### src/rtl/selb_pkg.sv
// ----------------------------------------------------------------------------
// selb_pkg
// Widths and limits shared by the symmetric envelope lower bound block.
// ----------------------------------------------------------------------------
package selb_pkg;

    localparam int VAL_W   = 16;           // signed Q4.12 sample
    localparam int DIFF_W  = VAL_W + 1;    // difference of two samples
    localparam int SQ_W    = 32;           // squared difference, Q8.24
    localparam int SUM_W   = 43;           // violation sum, Q.24
    localparam int LEN_W   = 7;            // segment length register
    localparam int BOUND_W = 48;           // final bound
    localparam int PROD_W  = LEN_W + SUM_W;

    localparam logic [LEN_W-1:0]   LEN_RESET = LEN_W'(1);
    localparam logic [SUM_W-1:0]   SUM_MAX   = {SUM_W{1'b1}};
    localparam logic [BOUND_W-1:0] BOUND_MAX = {BOUND_W{1'b1}};

endpackage

### src/rtl/selb_term.sv
// ----------------------------------------------------------------------------
// selb_term
// Squared envelope violation of one value: select the violated edge, then
// square the distance. Two register stages, advanced together by en.
// ----------------------------------------------------------------------------
module selb_term (
    input  logic                               aclk,
    input  logic                               en,
    input  logic signed [selb_pkg::VAL_W-1:0]  value,
    input  logic signed [selb_pkg::VAL_W-1:0]  upper,
    input  logic signed [selb_pkg::VAL_W-1:0]  lower,
    output logic        [selb_pkg::SQ_W-1:0]   sq
);
    import selb_pkg::*;

    logic signed [DIFF_W-1:0]   d_next;
    logic signed [DIFF_W-1:0]   d_reg;
    logic signed [2*DIFF_W-1:0] sq_full;
    logic        [SQ_W-1:0]     sq_reg;

    // Upper edge is tested first, also for an inverted envelope.
    always_comb begin
        if (upper < value) begin
            d_next = DIFF_W'(upper) - DIFF_W'(value);
        end else if (lower > value) begin
            d_next = DIFF_W'(lower) - DIFF_W'(value);
        end else begin
            d_next = '0;
        end
    end

    // |d| <= 2^16-1, so the square fits in SQ_W bits.
    assign sq_full = d_reg * d_reg;

    always_ff @(posedge aclk) begin
        if (en) begin
            d_reg  <= d_next;
            sq_reg <= sq_full[SQ_W-1:0];
        end
    end

    assign sq = sq_reg;

endmodule

### src/rtl/symmetric_envelope_lower_bound.sv
// ----------------------------------------------------------------------------
// symmetric_envelope_lower_bound
// Symmetric LB_Keogh on downsampled segments: two saturating sums of squared
// envelope violations, segment_len times the larger one per query/candidate pair.
// ----------------------------------------------------------------------------
// Channel | Direction | Handshake          | Carries
// s_      | in        | s_valid / s_ready  | segment values, envelopes, last flag
// m_      | out       | m_valid / m_ready  | lower bound, saturated flag
// cfg_    | in        | cfg_we             | segment_len
//
// One item per cycle sustained while the output is not stalled. A pair's last item
// sets m_valid once it reaches the output register. Items move through a skid
// register, input register, edge select, square, accumulate, max, multiply and
// output register, all advancing together whenever the output register is free.
// s_ready is registered: it drops only while the skid register holds a request.
// Reset is synchronous: sums, flag and valid bits clear, segment_len goes to 1.
// ----------------------------------------------------------------------------
module symmetric_envelope_lower_bound (
    input  logic                                aclk,
    input  logic                                aresetn,
    input  logic                                cfg_we,
    input  logic        [selb_pkg::LEN_W-1:0]   cfg_wdata,
    input  logic                                s_valid,
    output logic                                s_ready,
    input  logic signed [selb_pkg::VAL_W-1:0]   s_query_value,
    input  logic signed [selb_pkg::VAL_W-1:0]   s_query_upper,
    input  logic signed [selb_pkg::VAL_W-1:0]   s_query_lower,
    input  logic signed [selb_pkg::VAL_W-1:0]   s_cand_value,
    input  logic signed [selb_pkg::VAL_W-1:0]   s_cand_upper,
    input  logic signed [selb_pkg::VAL_W-1:0]   s_cand_lower,
    input  logic                                s_last_segment,
    output logic                                m_valid,
    input  logic                                m_ready,
    output logic        [selb_pkg::BOUND_W-1:0] m_lower_bound,
    output logic                                m_saturated
);
    import selb_pkg::*;

    typedef struct packed {
        logic signed [VAL_W-1:0] query_value;
        logic signed [VAL_W-1:0] query_upper;
        logic signed [VAL_W-1:0] query_lower;
        logic signed [VAL_W-1:0] cand_value;
        logic signed [VAL_W-1:0] cand_upper;
        logic signed [VAL_W-1:0] cand_lower;
        logic                    last_segment;
    } item_t;

    logic              adv;
    logic              s_accept;
    item_t             s_item;

    logic [LEN_W-1:0]  len_reg;

    logic              skid_valid_reg;
    item_t             skid_reg;
    logic              in_valid_reg;
    item_t             in_reg;

    logic              v1_reg, v2_reg, v3_reg, v4_reg, v5_reg;
    logic              last1_reg, last2_reg;

    logic [SQ_W-1:0]   sq_a;
    logic [SQ_W-1:0]   sq_b;

    logic [SUM_W-1:0]  sum_a_reg, sum_b_reg;
    logic              ovf_reg;
    logic [SUM_W:0]    add_a, add_b;
    logic [SUM_W-1:0]  sum_a_next, sum_b_next;
    logic              ovf_next;

    logic [SUM_W-1:0]  fin_a_reg, fin_b_reg;
    logic              fin_ovf_reg;
    logic [SUM_W-1:0]  mx_reg;
    logic              mx_ovf_reg;
    logic [PROD_W-1:0] prod_reg;
    logic              prod_ovf_reg;

    logic              m_valid_reg;
    logic [BOUND_W-1:0] bound_reg;
    logic              sat_reg;

    // The whole pipe moves whenever the output register can take a new value.
    assign adv      = !m_valid_reg || m_ready;
    assign s_ready  = !skid_valid_reg;
    assign s_accept = s_valid && s_ready;

    assign s_item = '{query_value:  s_query_value,
                      query_upper:  s_query_upper,
                      query_lower:  s_query_lower,
                      cand_value:   s_cand_value,
                      cand_upper:   s_cand_upper,
                      cand_lower:   s_cand_lower,
                      last_segment: s_last_segment};

    always_ff @(posedge aclk) begin
        if (!aresetn) begin
            len_reg <= LEN_RESET;
        end else if (cfg_we) begin
            len_reg <= cfg_wdata;
        end
    end

    // Skid and input registers.
    always_ff @(posedge aclk) begin
        if (!aresetn) begin
            skid_valid_reg <= 1'b0;
            in_valid_reg   <= 1'b0;
        end else if (adv) begin
            if (skid_valid_reg) begin
                in_valid_reg   <= 1'b1;
                skid_valid_reg <= 1'b0;
            end else begin
                in_valid_reg   <= s_accept;
            end
        end else if (s_accept) begin
            // Hold the request in the skid slot if the input register is busy.
            if (in_valid_reg) begin
                skid_valid_reg <= 1'b1;
            end else begin
                in_valid_reg   <= 1'b1;
            end
        end
    end

    always_ff @(posedge aclk) begin
        if (adv) begin
            if (skid_valid_reg) begin
                in_reg <= skid_reg;
            end else if (s_accept) begin
                in_reg <= s_item;
            end
        end else if (s_accept) begin
            if (in_valid_reg) begin
                skid_reg <= s_item;
            end else begin
                in_reg   <= s_item;
            end
        end
    end

    // Sum A: candidate value against the query envelope.
    selb_term u_term_a (
        .aclk  (aclk),
        .en    (adv),
        .value (in_reg.cand_value),
        .upper (in_reg.query_upper),
        .lower (in_reg.query_lower),
        .sq    (sq_a)
    );

    // Sum B: query value against the candidate envelope.
    selb_term u_term_b (
        .aclk  (aclk),
        .en    (adv),
        .value (in_reg.query_value),
        .upper (in_reg.cand_upper),
        .lower (in_reg.cand_lower),
        .sq    (sq_b)
    );

    always_ff @(posedge aclk) begin
        if (!aresetn) begin
            v1_reg <= 1'b0;
            v2_reg <= 1'b0;
            v3_reg <= 1'b0;
            v4_reg <= 1'b0;
            v5_reg <= 1'b0;
        end else if (adv) begin
            v1_reg <= in_valid_reg;
            v2_reg <= v1_reg;
            v3_reg <= v2_reg && last2_reg;
            v4_reg <= v3_reg;
            v5_reg <= v4_reg;
        end
    end

    always_ff @(posedge aclk) begin
        if (adv) begin
            last1_reg <= in_reg.last_segment;
            last2_reg <= last1_reg;
        end
    end

    // Saturating accumulate.
    assign add_a = {1'b0, sum_a_reg} + (SUM_W + 1)'(sq_a);
    assign add_b = {1'b0, sum_b_reg} + (SUM_W + 1)'(sq_b);

    always_comb begin
        ovf_next   = ovf_reg;
        sum_a_next = add_a[SUM_W-1:0];
        sum_b_next = add_b[SUM_W-1:0];
        if (add_a[SUM_W]) begin
            sum_a_next = SUM_MAX;
            ovf_next   = 1'b1;
        end
        if (add_b[SUM_W]) begin
            sum_b_next = SUM_MAX;
            ovf_next   = 1'b1;
        end
    end

    always_ff @(posedge aclk) begin
        if (!aresetn) begin
            sum_a_reg <= '0;
            sum_b_reg <= '0;
            ovf_reg   <= 1'b0;
        end else if (adv && v2_reg) begin
            if (last2_reg) begin
                // Close the pair: clear for the next one.
                sum_a_reg <= '0;
                sum_b_reg <= '0;
                ovf_reg   <= 1'b0;
            end else begin
                sum_a_reg <= sum_a_next;
                sum_b_reg <= sum_b_next;
                ovf_reg   <= ovf_next;
            end
        end
    end

    // Final sums, max, product, output saturation.
    always_ff @(posedge aclk) begin
        if (adv) begin
            fin_a_reg    <= sum_a_next;
            fin_b_reg    <= sum_b_next;
            fin_ovf_reg  <= ovf_next;
            mx_reg       <= (fin_a_reg > fin_b_reg) ? fin_a_reg : fin_b_reg;
            mx_ovf_reg   <= fin_ovf_reg;
            prod_reg     <= PROD_W'(len_reg) * PROD_W'(mx_reg);
            prod_ovf_reg <= mx_ovf_reg;
        end
    end

    always_ff @(posedge aclk) begin
        if (!aresetn) begin
            m_valid_reg <= 1'b0;
        end else if (adv) begin
            m_valid_reg <= v5_reg;
        end
    end

    always_ff @(posedge aclk) begin
        if (adv) begin
            if (prod_reg[PROD_W-1:BOUND_W] != '0) begin
                bound_reg <= BOUND_MAX;
                sat_reg   <= 1'b1;
            end else begin
                bound_reg <= prod_reg[BOUND_W-1:0];
                sat_reg   <= prod_ovf_reg;
            end
        end
    end

    assign m_valid       = m_valid_reg;
    assign m_lower_bound = bound_reg;
    assign m_saturated   = sat_reg;

endmodule

### config.mk
export PLATFORM = sky130hd
export DESIGN_NAME = symmetric_envelope_lower_bound
export DESIGN_NICKNAME = d
export VERILOG_FILES = /design/src/rtl/selb_pkg.sv /design/src/rtl/selb_term.sv /design/src/rtl/symmetric_envelope_lower_bound.sv
export SDC_FILE = /design/constraint.sdc
export NUM_CORES = 2
export LEC_CHECK = 0
export ABC_AREA = 0
export BUFFER_PORTS_ARGS = -buffer_cell sky130_fd_sc_hd__buf_2
export CAP_MARGIN = 15
export CORE_ASPECT_RATIO = 1.25
export CORE_MARGIN = 4
export CORE_UTILIZATION = 50
export CTS_CLUSTER_SIZE = 24
export DETAILED_ROUTE_END_ITERATION = 16
export PLACE_DENSITY = 0.68
export SYNTH_ARGS = -nofsm -noshare
export SYNTH_HDL_FRONTEND = slang
export SYNTH_SLANG_ARGS = --single-unit
export TNS_END_PERCENT = 100
### constraint.sdc
create_clock -name aclk -period 37.1 [get_ports aclk]
set_clock_uncertainty 0.15 [all_clocks]
set_input_delay 3.71 -clock aclk [delete_from_list [all_inputs] [get_ports aclk]]
set_output_delay 3.71 -clock aclk [all_outputs]
set_load 0.02 [all_outputs]
==> results.toml <==
[synthesis]
syn-num-nets = 6655
ys.flop_type = "edfxtp_1"
synthesis.area_sq_mm = 0.0573
synth_cells = 5415
async_flop_share_pct = 0
yosys_warnings = 0
yosysUniqueCellTypes = 100
synth_edf_count = 523
yosysSeqAreaShare_pct = 31.0
yosysTopAreaCell = "edfxtp_1"
synth_seq_cells = 625
synth_top_area_share_pct = 27.4
postSynthAreaPerCell_sq_um = 10.6
ys_top_cells_by_area = "edfxtp_1 27%, fa_1 25%, ha_1 9.0%"

[global_routing]
grt_use_total_pct = 20.2
grt_pass1_wl_um = 199000
antenna_found_initial = 1
grt_pass1_vias = 40008
gr-total-overflow = 0
grt_max_degree = 109

[clock_network]
tritoncts = "done"
cts_resized = 0
htreeDepth = 3
root_buffer = "clkbuf_16"
post-cts-setup-buffers = 0
cts_buffer_depth = 3
clock-sinks = 625
clkLatencyLatePin_ns = 0.64
cts.clk_slew.worst_paths_ns = 0.07
cts_buffers = 68
postCtsHoldBufs = 0

[floorplan]
io_pins = 160
coreArea_sq_mm = 0.113
die_x_um = 311
dieArea_sq_mm = 0.120
initial_core_util_pct = 50.5
dieHeight_um = 386
rows = 138

[sta]
final-setup-viol-count = 0
slew_viol_final = 0
worstMarginPinSlew_ns = 1.09
hold_slack_ns = 0.302
rsz0062_at_grt = "false"
timing.final.crit_share_pct = 19.6
max_freq_ghz = 0.138
finalHoldViolations = 0
finalSetupTns_ns = 0
min_period_ns = 7.27
maxSlewHeadroom_pct = 27.1

[final_layout]
multi_input_comb_area_sq_mm = 0.0352
fillers = 9762
seq_area_sq_mm = 0.0177
mostFrequentLayoutCells = "985 x inv_1, 719 x fa_1, 524 x nand2_1"
antenna_cells = 0
drive_gt1_share_pct = 9.79
num-nets-final = 6749
final_common_cell = "inv_1"
area_growth_pct = 8.09

[place]
gp_congestion = 0.870
port_buffers = 159
dp_hpwl_um = 92700

[setup_path]
slowest_stage = "fa_1"
cp_max_fo = 20
worstSetupPathType = "flop to flop"
required_ns = 37.32
critPathCaptureType = "flop"
crit_start = "u_term_a.d_reg[2]$_DFFE_PN_"
slowest_delay_ns = 0.80
critPathMostFrequentCell = "fa_1"
crit_chain = "nand2_1 > inv_1 > fa_1 > inv_1 > fa_1 > inv_1 > fa_1 > fa_1 > fa_1 > fa_1 > ha_1 > a21oi_1 > o21ai_0 > or3_1 > o211ai_1 > o21ai_0 > nor3_1 > o21bai_1 > a21oi_1 > xnor2_1"
r2r_start = "u_term_a.d_reg[2]$_DFFE_PN_"
crit_arrival_ns = 7.49
path_delay_family = "adder cells"
crit_buf_inv = 3
critPathLaunchType = "flop"

[worst_hold_path]
hold_path.startpoint = "v1_reg$_SDFFE_PN0N_"
hp-class = "flop to flop"

[detailed_routing]
via_per_inst = 5.35
routedWlPerCell_um = 16.9
antenna_left = 0
num_vias = 37661
dr.first_iter.drc_count = 2173
firstDrtPassIters = 7
wirelength_um = 119000
drcViolationCount = 0

[flow_run]
max-cap-violations = 0

[run_status]
status = "completed"
metal layers:
metal | part of all wire [%] | wire, um | global-route usage (%) | up-vias
li1 | - | - | - | 17940
met1 | 42 | 49500 | 24.8 | 18613
met2 | 51 | 61100 | 37.2 | 874
met3 | 4.0 | 4730 | 2.19 | 234
met4 | 3.2 | 3770 | 6.86 | 0
met5 | 0 | 0 | 0 | -
Yosys cell counts, drive strengths merged (44+ instances only):
cell type and number:
edfxtp 523, ha 412, nand2b 44, clkbuf 138, o21ai 129, xnor2 161, dfxtp 102, fa 719
mux2 149, and2 207, nand2 552, a21oi 231, nor2 208, inv 987, or3 62, a21o 111
nor2b 63, nor3 46, xor2 85
cell type report:
type	instances	area share, %
Clock buffer	84	2.93
Timing Repair Buffer	185	1.67
Multi-Input combinational cell	3641	56.8
Sequential cell	625	28.7
Tap cell	1470	2.97
Clock inverter	42	0.934
Inverter	988	6.00
logic make-up (layout without fill, tap and decap cells):
logic type	after synthesis	in the layout	synth area share, %
AOI/OAI and AO/OA	774	774	9.11
xor gates and xnor gates	246	246	3.76
buffers and inverters	1149	1299	7.65
DFF	625	625	31.0
muxes	159	159	3.11
adders and majority gates	1131	1131	34.1
and+or+nand+nor	1331	1331	11.2
metrics by stage:
stage / utilization [%] / cells / worst slack, ns / area (sq um)
3_3_place_gp: 52.4 / 6907 / 30.01 / 59400
2_1_floorplan: - / 5415 / 6.19 / 57300
5_1_grt: 54.6 / 7035 / 29.37 / 61900
3_5_place_dp: 52.4 / 6907 / 29.88 / 59400
4_1_cts: 54.5 / 7033 / 29.84 / 61800
6_report: 54.6 / 7035 / 29.83 / 61900
tightest hold or removal path: stages (launching register included):
cell and delay (ns):
dfxtp_1 0.31, nand2_1 0.05, a21oi_1 0.05
worst paths after layout:
path / endpoint / slack [ns] / depth (start not counted)
worst min-delay path: v1_reg$_SDFFE_PN0N_ / 0.30 / 2
worst min register to register: v1_reg$_SDFFE_PN0N_ / 0.30 / 2
worst max-delay path: u_term_a.sq[31]$_DFFE_PN_ / 29.83 / 20
worst max register to register: u_term_a.sq[31]$_DFFE_PN_ / 29.83 / 20
Power is not shown: default switching activity piles up to over one toggle a cycle in this logic, so the estimate is an artifact.
